[src/rtl/ltok_pkg.sv]
package ltok_pkg;

    localparam int KIND_W = 5;
    localparam int COLUMN_W = 13;
    localparam int LINE_W = 16;
    localparam int VALUE_W = 64;
    localparam int ERR_W = 2;

    localparam logic [KIND_W-1:0] K_END      = 5'd0;
    localparam logic [KIND_W-1:0] K_NUMBER   = 5'd1;
    localparam logic [KIND_W-1:0] K_STRING   = 5'd2;
    localparam logic [KIND_W-1:0] K_BOOL     = 5'd3;
    localparam logic [KIND_W-1:0] K_IDENT    = 5'd4;
    localparam logic [KIND_W-1:0] K_LT       = 5'd5;
    localparam logic [KIND_W-1:0] K_PLUS     = 5'd6;
    localparam logic [KIND_W-1:0] K_MINUS    = 5'd7;
    localparam logic [KIND_W-1:0] K_STAR     = 5'd8;
    localparam logic [KIND_W-1:0] K_SLASH    = 5'd9;
    localparam logic [KIND_W-1:0] K_COMMA    = 5'd10;
    localparam logic [KIND_W-1:0] K_PERCENT  = 5'd11;
    localparam logic [KIND_W-1:0] K_BANG     = 5'd12;
    localparam logic [KIND_W-1:0] K_LPAREN   = 5'd13;
    localparam logic [KIND_W-1:0] K_RPAREN   = 5'd14;
    localparam logic [KIND_W-1:0] K_EQEQ     = 5'd15;
    localparam logic [KIND_W-1:0] K_ASSIGN   = 5'd16;
    localparam logic [KIND_W-1:0] K_ANDAND   = 5'd17;
    localparam logic [KIND_W-1:0] K_OROR     = 5'd18;
    localparam logic [KIND_W-1:0] K_DO       = 5'd19;
    localparam logic [KIND_W-1:0] K_IF       = 5'd20;
    localparam logic [KIND_W-1:0] K_KW_END   = 5'd21;
    localparam logic [KIND_W-1:0] K_ELSE     = 5'd22;
    localparam logic [KIND_W-1:0] K_WHILE    = 5'd23;
    localparam logic [KIND_W-1:0] K_PRINT    = 5'd24;
    localparam logic [KIND_W-1:0] K_RETURN   = 5'd25;
    localparam logic [KIND_W-1:0] K_FUNCTION = 5'd26;

    localparam logic [ERR_W-1:0] E_NONE     = 2'd0;
    localparam logic [ERR_W-1:0] E_UNKNOWN  = 2'd1;
    localparam logic [ERR_W-1:0] E_QUOTE    = 2'd2;
    localparam logic [ERR_W-1:0] E_OVERFLOW = 2'd3;

    typedef struct packed {
        logic [KIND_W-1:0]   kind;
        logic [COLUMN_W-1:0] col;
        logic [COLUMN_W-1:0] span;
        logic [VALUE_W-1:0]  value;
        logic                truth;
        logic [ERR_W-1:0]    err;
        logic [LINE_W-1:0]   line;
    } result_t;

endpackage

[src/rtl/line_tokenizer.sv]
// line_tokenizer: scans one source line a character per input transaction and
// emits tokens (numbers as unsigned fixed point, strings, operators,
// identifiers and keywords) with their start column and line number.
// input channel: in_valid/in_ready carry character, line_end, line_number.
// a transaction with line_end set flushes any pending token and adds an end
// token; a lexing error gives an end token and drops the rest, line_end too.
// output channel: out_valid/out_ready carry one token per transaction;
// last_of_run marks the final token caused by one input transaction.
// a non-digit character is taken, then each token it causes (at most two) is
// emitted; a digit that extends an integer part steps through S_INT_MUL and
// S_INT_ADD, a fraction digit through S_F_MUL, S_F_ADD and S_F_DIV, on the
// single shared 32x32 multiplier (times-ten, digit weight, divide-by-ten).
// in_ready is low while a character is in work or its tokens are pending, so
// a stalled receiver holds off the next character; tokens are never dropped.
// reset (rst_n low, asynchronous) returns to the between-tokens state, with
// column count and all scan state cleared.
module line_tokenizer #(
    parameter int LINE_LENGTH_MAX = 4096,
    parameter int FRACTION_BITS = 32
) (
    input  logic                          clk,
    input  logic                          rst_n,
    input  logic                          in_valid,
    output logic                          in_ready,
    input  logic [7:0]                    character,
    input  logic                          line_end,
    input  logic [ltok_pkg::LINE_W-1:0]   line_number,
    output logic                          out_valid,
    input  logic                          out_ready,
    output logic [ltok_pkg::KIND_W-1:0]   token_kind,
    output logic [ltok_pkg::COLUMN_W-1:0] start_column,
    output logic [ltok_pkg::COLUMN_W-1:0] span_length,
    output logic [ltok_pkg::VALUE_W-1:0]  number_value,
    output logic                          truth_value,
    output logic [ltok_pkg::ERR_W-1:0]    error_code,
    output logic [ltok_pkg::LINE_W-1:0]   source_line,
    output logic                          last_of_run
);
    import ltok_pkg::*;

    localparam int COL_W = $clog2(LINE_LENGTH_MAX + 1);
    localparam logic [COL_W-1:0] COL_MAX = COL_W'(LINE_LENGTH_MAX);
    localparam logic [COL_W-1:0] COL_LAST = COL_W'(LINE_LENGTH_MAX - 1);
    localparam logic [31:0] WEIGHT_INIT = 32'((64'd1 << FRACTION_BITS) / 10);
    localparam logic [31:0] RECIP_TEN = 32'hCCCCCCCD;

    typedef enum logic [3:0] {
        M_IDLE, M_INT, M_FRAC, M_STR, M_IDENT, M_EQ, M_AMP, M_BAR, M_DEAD
    } mode_t;

    typedef enum logic [2:0] {
        S_IDLE, S_INT_MUL, S_INT_ADD, S_F_MUL, S_F_ADD, S_F_DIV, S_EMIT
    } seq_t;

    function automatic logic is_digit(logic [7:0] c);
        return c >= "0" && c <= "9";
    endfunction

    function automatic logic is_alpha(logic [7:0] c);
        return (c >= "a" && c <= "z") || (c >= "A" && c <= "Z");
    endfunction

    function automatic logic is_space(logic [7:0] c);
        return c == 8'd32 || (c >= 8'd9 && c <= 8'd13);
    endfunction

    // keyword match on the last bytes of the identifier, n zero for no match
    function automatic logic [KIND_W-1:0] kw_kind(logic [63:0] w, logic [3:0] n);
        logic [KIND_W-1:0] k;
        k = K_IDENT;
        case (n)
            4'd2:
            begin
                if (w[15:0] == 16'h646F) k = K_DO;
                else if (w[15:0] == 16'h6966) k = K_IF;
            end
            4'd3:
            begin
                if (w[23:0] == 24'h656E64) k = K_KW_END;
            end
            4'd4:
            begin
                if (w[31:0] == 32'h656C7365) k = K_ELSE;
                else if (w[31:0] == 32'h74727565) k = K_BOOL;
            end
            4'd5:
            begin
                if (w[39:0] == 40'h7768696C65) k = K_WHILE;
                else if (w[39:0] == 40'h7072696E74) k = K_PRINT;
                else if (w[39:0] == 40'h66616C7365) k = K_BOOL;
            end
            4'd6:
            begin
                if (w[47:0] == 48'h72657475726E) k = K_RETURN;
            end
            4'd8:
            begin
                if (w == 64'h66756E6374696F6E) k = K_FUNCTION;
            end
            default: k = K_IDENT;
        endcase
        return k;
    endfunction

    function automatic result_t mk(logic [KIND_W-1:0] kind, logic [COL_W-1:0] col,
                                   logic [COL_W-1:0] span, logic [VALUE_W-1:0] value,
                                   logic truth, logic [ERR_W-1:0] err,
                                   logic [LINE_W-1:0] line);
        result_t r;
        r.kind = kind;
        r.col = COLUMN_W'(col);
        r.span = COLUMN_W'(span);
        r.value = value;
        r.truth = truth;
        r.err = err;
        r.line = line;
        return r;
    endfunction

    mode_t              mode_reg;
    seq_t               seq_reg;
    logic [COL_W-1:0]   col_reg;
    logic [COL_W-1:0]   tstart_reg;
    logic [COL_W-1:0]   tlen_reg;
    logic [63:0]        window_reg;
    logic [63:0]        acc_reg;
    logic [31:0]        weight_reg;
    logic               ovf_reg;
    logic [LINE_W-1:0]  held_reg;
    logic [63:0]        prod_reg;
    logic [3:0]         digit_reg;
    result_t            pend_reg [2];
    logic [1:0]         pcnt_reg;
    logic               pidx_reg;

    mode_t              mode_next;
    seq_t               seq_next;
    logic [COL_W-1:0]   col_next;
    logic [COL_W-1:0]   tstart_next;
    logic [COL_W-1:0]   tlen_next;
    logic [63:0]        window_next;
    logic [63:0]        acc_next;
    logic [31:0]        weight_next;
    logic               ovf_next;
    logic [LINE_W-1:0]  held_next;
    result_t            pend_next [2];
    logic [1:0]         pcnt_next;

    logic [COL_W-1:0]   col;
    logic [3:0]         digit;
    logic               accept;
    mode_t              st_mode;
    logic               st_put;
    result_t            st_res;
    logic [KIND_W-1:0]  op_kind;
    result_t            num_res;
    result_t            id_res;
    logic [KIND_W-1:0]  id_kind;
    logic [31:0]        mul_a;
    logic [31:0]        mul_b;
    logic [63:0]        prod_w;
    logic [36:0]        int_sum;

    assign accept = in_valid && in_ready;
    assign in_ready = (seq_reg == S_IDLE);
    assign col = col_reg + COL_W'(1);
    assign digit = 4'(character - "0");

    // shared multiplier
    always_comb
    begin
        mul_a = weight_reg;
        mul_b = RECIP_TEN;
        case (seq_reg)
            S_INT_MUL:
            begin
                mul_a = acc_reg[FRACTION_BITS +: 32];
                mul_b = 32'd10;
            end
            S_F_MUL:  mul_b = 32'(digit_reg);
            default:  mul_b = RECIP_TEN;
        endcase
        prod_w = 64'(mul_a) * 64'(mul_b);
    end

    assign int_sum = prod_reg[36:0] + 37'(digit_reg);

    // pending-token flush values
    always_comb
    begin
        num_res = mk(K_NUMBER, tstart_reg, '0, acc_reg, 1'b0,
                     ovf_reg ? E_OVERFLOW : E_NONE, held_reg);
        id_kind = kw_kind(window_reg, (tlen_reg <= COL_W'(8)) ? 4'(tlen_reg) : 4'd0);
        id_res = mk(id_kind, tstart_reg, (id_kind == K_IDENT) ? tlen_reg : '0, '0,
                    (id_kind == K_BOOL) && (tlen_reg == COL_W'(4)), E_NONE, held_reg);
    end

    // start of a new token at the current character
    always_comb
    begin
        op_kind = K_END;
        case (character)
            "<": op_kind = K_LT;
            "+": op_kind = K_PLUS;
            "-": op_kind = K_MINUS;
            "*": op_kind = K_STAR;
            "/": op_kind = K_SLASH;
            ",": op_kind = K_COMMA;
            "%": op_kind = K_PERCENT;
            "!": op_kind = K_BANG;
            "(": op_kind = K_LPAREN;
            ")": op_kind = K_RPAREN;
            default: op_kind = K_END;
        endcase
        st_put = 1'b0;
        st_res = mk(op_kind, col, '0, '0, 1'b0, E_NONE, line_number);
        if (is_space(character)) st_mode = M_IDLE;
        else if (is_digit(character)) st_mode = M_INT;
        else if (is_alpha(character)) st_mode = M_IDENT;
        else if (character == "\"") st_mode = M_STR;
        else if (character == "=") st_mode = M_EQ;
        else if (character == "&") st_mode = M_AMP;
        else if (character == "|") st_mode = M_BAR;
        else if (op_kind != K_END)
        begin
            st_mode = M_IDLE;
            st_put = 1'b1;
        end
        else
        begin
            st_mode = M_DEAD;
            st_put = 1'b1;
            st_res.err = E_UNKNOWN;
        end
    end

    always_comb
    begin
        logic do_start;
        do_start = 1'b0;
        mode_next = mode_reg;
        seq_next = S_IDLE;
        col_next = (col_reg < COL_LAST) ? col : col_reg;
        tstart_next = tstart_reg;
        tlen_next = tlen_reg;
        window_next = window_reg;
        acc_next = acc_reg;
        weight_next = weight_reg;
        ovf_next = ovf_reg;
        held_next = held_reg;
        pend_next = pend_reg;
        pcnt_next = 2'd0;
        if (line_end)
        begin
            case (mode_reg)
                M_INT, M_FRAC:
                begin
                    pend_next[0] = num_res;
                    pcnt_next = 2'd1;
                end
                M_IDENT:
                begin
                    pend_next[0] = id_res;
                    pcnt_next = 2'd1;
                end
                M_EQ:
                begin
                    pend_next[0] = mk(K_ASSIGN, tstart_reg, '0, '0, 1'b0, E_NONE, held_reg);
                    pcnt_next = 2'd1;
                end
                M_STR:
                begin
                    pend_next[0] = mk(K_STRING, tstart_reg, tlen_reg, '0, 1'b0, E_QUOTE,
                                      held_reg);
                    pcnt_next = 2'd1;
                end
                default: pcnt_next = 2'd0;
            endcase
            if (mode_reg == M_AMP || mode_reg == M_BAR)
            begin
                pend_next[0] = mk(K_END, tstart_reg, '0, '0, 1'b0, E_UNKNOWN, line_number);
                pcnt_next = 2'd1;
            end
            else if (mode_reg != M_DEAD)
            begin
                pend_next[pcnt_next[0]] = mk(K_END, col, '0, '0, 1'b0, E_NONE, line_number);
                pcnt_next = pcnt_next + 2'd1;
            end
            mode_next = M_IDLE;
            col_next = '0;
            tstart_next = '0;
            tlen_next = '0;
            window_next = '0;
            acc_next = '0;
            weight_next = '0;
            ovf_next = 1'b0;
            held_next = '0;
        end
        else
        begin
            case (mode_reg)
                M_INT:
                begin
                    if (is_digit(character)) seq_next = S_INT_MUL;
                    else if (character == ".")
                    begin
                        mode_next = M_FRAC;
                        weight_next = WEIGHT_INIT;
                    end
                    else
                    begin
                        pend_next[0] = num_res;
                        pcnt_next = 2'd1;
                        do_start = 1'b1;
                    end
                end
                M_FRAC:
                begin
                    if (is_digit(character)) seq_next = S_F_MUL;
                    else
                    begin
                        pend_next[0] = num_res;
                        pcnt_next = 2'd1;
                        do_start = 1'b1;
                    end
                end
                M_STR:
                begin
                    if (character == "\"")
                    begin
                        pend_next[0] = mk(K_STRING, tstart_reg, tlen_reg, '0, 1'b0, E_NONE,
                                          held_reg);
                        pcnt_next = 2'd1;
                        mode_next = M_IDLE;
                    end
                    else tlen_next = (tlen_reg < COL_MAX) ? tlen_reg + COL_W'(1) : COL_MAX;
                end
                M_IDENT:
                begin
                    if (is_alpha(character) || is_digit(character))
                    begin
                        tlen_next = (tlen_reg < COL_MAX) ? tlen_reg + COL_W'(1) : COL_MAX;
                        window_next = {window_reg[55:0], character};
                    end
                    else
                    begin
                        pend_next[0] = id_res;
                        pcnt_next = 2'd1;
                        do_start = 1'b1;
                    end
                end
                M_EQ:
                begin
                    pcnt_next = 2'd1;
                    if (character == "=")
                    begin
                        pend_next[0] = mk(K_EQEQ, tstart_reg, '0, '0, 1'b0, E_NONE, held_reg);
                        mode_next = M_IDLE;
                    end
                    else
                    begin
                        pend_next[0] = mk(K_ASSIGN, tstart_reg, '0, '0, 1'b0, E_NONE,
                                          held_reg);
                        do_start = 1'b1;
                    end
                end
                M_AMP, M_BAR:
                begin
                    pcnt_next = 2'd1;
                    if ((mode_reg == M_AMP && character == "&")
                        || (mode_reg == M_BAR && character == "|"))
                    begin
                        pend_next[0] = mk((mode_reg == M_AMP) ? K_ANDAND : K_OROR, tstart_reg,
                                          '0, '0, 1'b0, E_NONE, held_reg);
                        mode_next = M_IDLE;
                    end
                    else
                    begin
                        pend_next[0] = mk(K_END, tstart_reg, '0, '0, 1'b0, E_UNKNOWN,
                                          line_number);
                        mode_next = M_DEAD;
                    end
                end
                M_DEAD: pcnt_next = 2'd0;
                default: do_start = 1'b1;
            endcase
            if (do_start)
            begin
                mode_next = st_mode;
                tstart_next = col;
                held_next = line_number;
                if (st_mode == M_INT)
                begin
                    ovf_next = 1'b0;
                    acc_next = 64'(digit) << FRACTION_BITS;
                end
                if (st_mode == M_IDENT)
                begin
                    tlen_next = COL_W'(1);
                    window_next = 64'(character);
                end
                if (st_mode == M_STR) tlen_next = '0;
                if (st_put)
                begin
                    pend_next[pcnt_next[0]] = st_res;
                    pcnt_next = pcnt_next + 2'd1;
                end
            end
        end
        if (pcnt_next != 2'd0) seq_next = S_EMIT;
    end

    always_ff @(posedge clk or negedge rst_n)
    begin
        if (!rst_n)
        begin
            mode_reg <= M_IDLE;
            seq_reg <= S_IDLE;
            col_reg <= '0;
            tstart_reg <= '0;
            tlen_reg <= '0;
            window_reg <= '0;
            acc_reg <= '0;
            weight_reg <= '0;
            ovf_reg <= 1'b0;
            held_reg <= '0;
            pcnt_reg <= 2'd0;
            pidx_reg <= 1'b0;
        end
        else
        begin
            case (seq_reg)
                S_IDLE:
                begin
                    if (accept)
                    begin
                        mode_reg <= mode_next;
                        seq_reg <= seq_next;
                        col_reg <= col_next;
                        tstart_reg <= tstart_next;
                        tlen_reg <= tlen_next;
                        window_reg <= window_next;
                        acc_reg <= acc_next;
                        weight_reg <= weight_next;
                        ovf_reg <= ovf_next;
                        held_reg <= held_next;
                        pend_reg <= pend_next;
                        pcnt_reg <= pcnt_next;
                        pidx_reg <= 1'b0;
                        digit_reg <= digit;
                    end
                end
                S_INT_MUL:
                begin
                    prod_reg <= prod_w;
                    seq_reg <= S_INT_ADD;
                end
                S_INT_ADD:
                begin
                    // integer part saturates at all ones
                    if (int_sum > 37'h0FFFFFFFF)
                    begin
                        acc_reg <= 64'(32'hFFFFFFFF) << FRACTION_BITS;
                        ovf_reg <= 1'b1;
                    end
                    else acc_reg <= 64'(int_sum[31:0]) << FRACTION_BITS;
                    seq_reg <= S_IDLE;
                end
                S_F_MUL:
                begin
                    prod_reg <= prod_w;
                    seq_reg <= S_F_ADD;
                end
                S_F_ADD:
                begin
                    acc_reg <= acc_reg + prod_reg;
                    prod_reg <= prod_w;
                    seq_reg <= S_F_DIV;
                end
                S_F_DIV:
                begin
                    // reciprocal multiply gives the exact floor of weight / 10
                    weight_reg <= 32'(prod_reg >> 35);
                    seq_reg <= S_IDLE;
                end
                S_EMIT:
                begin
                    if (out_ready)
                    begin
                        if (last_of_run)
                        begin
                            seq_reg <= S_IDLE;
                            pidx_reg <= 1'b0;
                        end
                        else pidx_reg <= 1'b1;
                    end
                end
                default: seq_reg <= S_IDLE;
            endcase
        end
    end

    assign out_valid = (seq_reg == S_EMIT);
    assign token_kind = pend_reg[pidx_reg].kind;
    assign start_column = pend_reg[pidx_reg].col;
    assign span_length = pend_reg[pidx_reg].span;
    assign number_value = pend_reg[pidx_reg].value;
    assign truth_value = pend_reg[pidx_reg].truth;
    assign error_code = pend_reg[pidx_reg].err;
    assign source_line = pend_reg[pidx_reg].line;
    assign last_of_run = (2'(pidx_reg) + 2'd1 == pcnt_reg);

`ifndef SYNTHESIS
    a_ready_excl: assert property (@(posedge clk) disable iff (!rst_n)
        in_ready |-> !out_valid)
        else $error("input ready while tokens pending");
    a_emit_count: assert property (@(posedge clk) disable iff (!rst_n)
        out_valid |-> (pcnt_reg != 2'd0 && pcnt_reg != 2'd3))
        else $error("emitting with bad token count");
    a_eol_clear: assert property (@(posedge clk) disable iff (!rst_n)
        (accept && line_end) |=> (col_reg == '0 && mode_reg == M_IDLE))
        else $error("line end did not clear scan state");
    a_int_nofrac: assert property (@(posedge clk) disable iff (!rst_n)
        (mode_reg == M_INT && seq_reg == S_IDLE) |-> acc_reg[FRACTION_BITS-1:0] == '0)
        else $error("integer scan carries a fraction");
`endif

endmodule

[config.mk]
export PLATFORM = sky130hd
export DESIGN_NAME = line_tokenizer
export DESIGN_NICKNAME = d
export VERILOG_FILES = /design/src/rtl/ltok_pkg.sv /design/src/rtl/line_tokenizer.sv
export SDC_FILE = /design/constraint.sdc
export NUM_CORES = 2
export LEC_CHECK = 0
export ABC_AREA = 1
export BUFFER_PORTS_ARGS = -buffer_cell sky130_fd_sc_hd__buf_2
export CORE_MARGIN = 8
export CORE_UTILIZATION = 35
export CTS_BUF_LIST = sky130_fd_sc_hd__clkbuf_16
export DETAILED_ROUTE_END_ITERATION = 8
export PLACE_DENSITY_LB_ADDON = 0.15
export SKIP_CTS_REPAIR_TIMING = 1
export SLEW_MARGIN = 20
export SYNTH_ARGS = -nofsm -noshare
export SYNTH_HDL_FRONTEND = slang
export SYNTH_SLANG_ARGS = --single-unit
[constraint.sdc]
create_clock -name clk -period 11.2 [get_ports clk]
set_input_delay 1.68 -clock clk [delete_from_list [all_inputs] [get_ports clk]]
set_output_delay 1.68 -clock clk [all_outputs]
set_load 0.03 [all_outputs]
==> impl_metrics.yaml <==
placed_design:
  io_buffers: 145
  place.gp.congestion: 0.998
  hpwlAfterDp_um: 171000
yosys:
  synth_warnings: 0
  synth_seq_cells: 439
  yosysTopAreaCell: "fa_1"
  synth_top_cell_area_share: 0.163
  synth_common_cells: "inv_1, nand2_1, nor2_1, o21ai_0, ha_1"
  yosysMostFrequentCell: "inv_1"
  syn_inst: 6855
  synth_area_um2: 51800
  async_flop_share: 0.508
  ys_seq_area_frac: 0.233
  synth_cell_type_count: 71
  synth_enable_flop_cells: 216
  ys_top_cells_by_area: "fa_1, edfxtp_1, dfrtp_1"
  ys.flop_type: "dfrtp_1"
  syn_area_per_cell_um2: 7.56
cts:
  tritoncts: "built"
  htree_levels: 2
  clk_latency_ns: 0.63
  cts_buffers: 55
  root_buffer: "clkbuf_16"
  path_clk_slew_ns: 0.06
  cts.path.max_buffers: 3
  cts.sink_count: 439
drt:
  drtPass1Iterations: 6
  met1_length_um: 95700
  initialDrtViolationCount: 4402
  drc_errors: 0
  routed_via_density: 5.34
  route.met3.wl_um: 12300
  detailroute.via_count: 47400
  wl_um: 211000
  wl_met2_um: 96300
  wl_per_cell_um: 23.7
  ant_nets: 0
  highest_layer: "met5"
worst_hold_path:
  whs_endpoint: "tstart_reg[8]"
  hold_path_depth: 2
  hp-class: "register to register"
  hold_start: "tstart_reg[8]"
sta:
  finalCriticalPeriod_ns: 9.94
  worst_pin_slew_ns: 1.12
  max-slew-margin-rel: 0.247
  tns_ns: 0
  max_freq_mhz: 101
  fin_worst_skew_ns: 0.0224
  fin_crit_sh: 0.888
  setup_viol: 0
  hold_viol_final: 0
  rsz0062_at_grt: "no"
  drv_slew: 0
die:
  dieWidth_um: 401
  core_area_um2: 147000
  initial_core_util: 0.352
  io_pins: 146
  die-area_um2: 161000
  rows: 141
  fp.dieH_um: 401
layout:
  n_fill_cell: 15600
  layout-drive-gt1-share: 0.0692
  largest_register_ffs: 148
  layout.nets: 7790
  area_delta_synth_final_pct: 8.51
global_route:
  antenna_found_initial: 8
  grt_max_degree: 116
  grtUsageTotal: 0.254
  grt_pass1_vias: 46900
  grt_pass1_wl_um: 314000
  overflow: 0
run:
  drv_cap: 0
status:
  status: "complete, no violations"
worst_setup_path:
  critPathLaunchType: "register"
  startpoint: "seq_reg[2]"
  crit-reg2reg-launch: "seq_reg[2]"
  worst-setup-path-type: "register to register"
  cp_max_fo: 28
  critPathMaxStageDelay_ns: 0.64
  crit_top_cell: "inv_1"
  endpoint_kind: "register"
  crit_arrival_ns: 10.38
  slowest_stage: "nor2_1"
  reg2regPathDepth: 31
  cp.required_ns: 11.63
  reg2reg_to: "prod_reg[43]"
  r2r_slack_ns: 1.26
==> how the worst max path moves through the flow <==
stage	to	slack [ns]	depth (start not counted)
6_report	prod_reg[43]	1.26	31
5_1_grt	prod_reg[43]	1.0	31
4_1_cts	prod_reg[43]	1.35	28
3_5_place_dp	prod_reg[43]	1.38	28
3_3_place_gp	prod_reg[43]	1.32	28
2_1_floorplan	pend_reg[0]	2.41	5
==> through the flow <==
step | area [um2] | util | hold slack (ns) | setup WS (ns) | std cells
after floorplan | 51900 | - | 0.463 | 2.41 | 6878
after detailed placement | 54500 | 0.370 | 0.491 | 1.38 | 8783
after global placement | 54500 | 0.370 | 0.486 | 1.32 | 8783
after global routing | 56200 | 0.382 | 0.527 | 0.998 | 8885
final | 56200 | 0.382 | 0.511 | 1.26 | 8888
after CTS | 56200 | 0.382 | 0.505 | 1.35 | 8885
==> layer usage <==
metal	global-route usage	vias up
met5	0	-
met4	0.0676	4
met3	0.0299	276
met2	0.413	1587
met1	0.358	23300
li1	-	22300
==> cell type report <==
class	count	area, um2	area share
Timing Repair Buffer	191	1090	0.0195
Antenna cell	3	7.51	0.000134
Tap cell	1930	2410	0.0430
Inverter	1413	5310	0.0945
Sequential cell	439	12100	0.215
Clock inverter	47	307	0.00545
Clock buffer	55	1380	0.0245
Multi-Input combinational cell	4810	33600	0.598
==> layout by cell type, fill, tap and decap left out, drive strengths merged, types with 22 or more instances in the layout <==
cell	synthesis	routed
inv	1409	1426
nand2	1162	1162
nor2	724	724
o21ai	721	721
ha	429	429
fa	422	422
a21oi	323	323
nand3	292	292
dfrtp	223	223
edfxtp	216	216
buf	64	191
o22ai	102	102
xor2	98	98
nor3	64	64
nand4	56	56
clkbuf	152	55
o211ai	43	43
o32ai	35	35
xnor2	34	34
o31ai	30	30
o21bai	29	29
o2111ai	28	28
clkinv	4	28
or2	25	25
a22oi	25	25
conb	2	25
a31oi	22	22
==> cell families after synthesis <==
logic type,count (synthesis),synth area share
other,2,0.000145
flip-flops,439,0.233
AO/OA/AOI/OAI,1444,0.165
buffers and inverters,1629,0.121
AND/OR/NAND/NOR,2357,0.192
XOR/XNOR,132,0.0223
adder cells (fa/ha/maj),852,0.267
==> critical path: cells and delay by family (launching register included) <==
family,cells,cell delay (ns)
adder cells (fa/ha/maj),8,3.65
buffers and inverters,9,1.28
AO/OA/AOI/OAI,3,0.72
AND/OR/NAND/NOR,10,3.31
flip-flops,1,0.49
XOR/XNOR,1,0.27
Power is not shown: default switching activity piles up to over one toggle a cycle in this logic, so the estimate is an artifact.
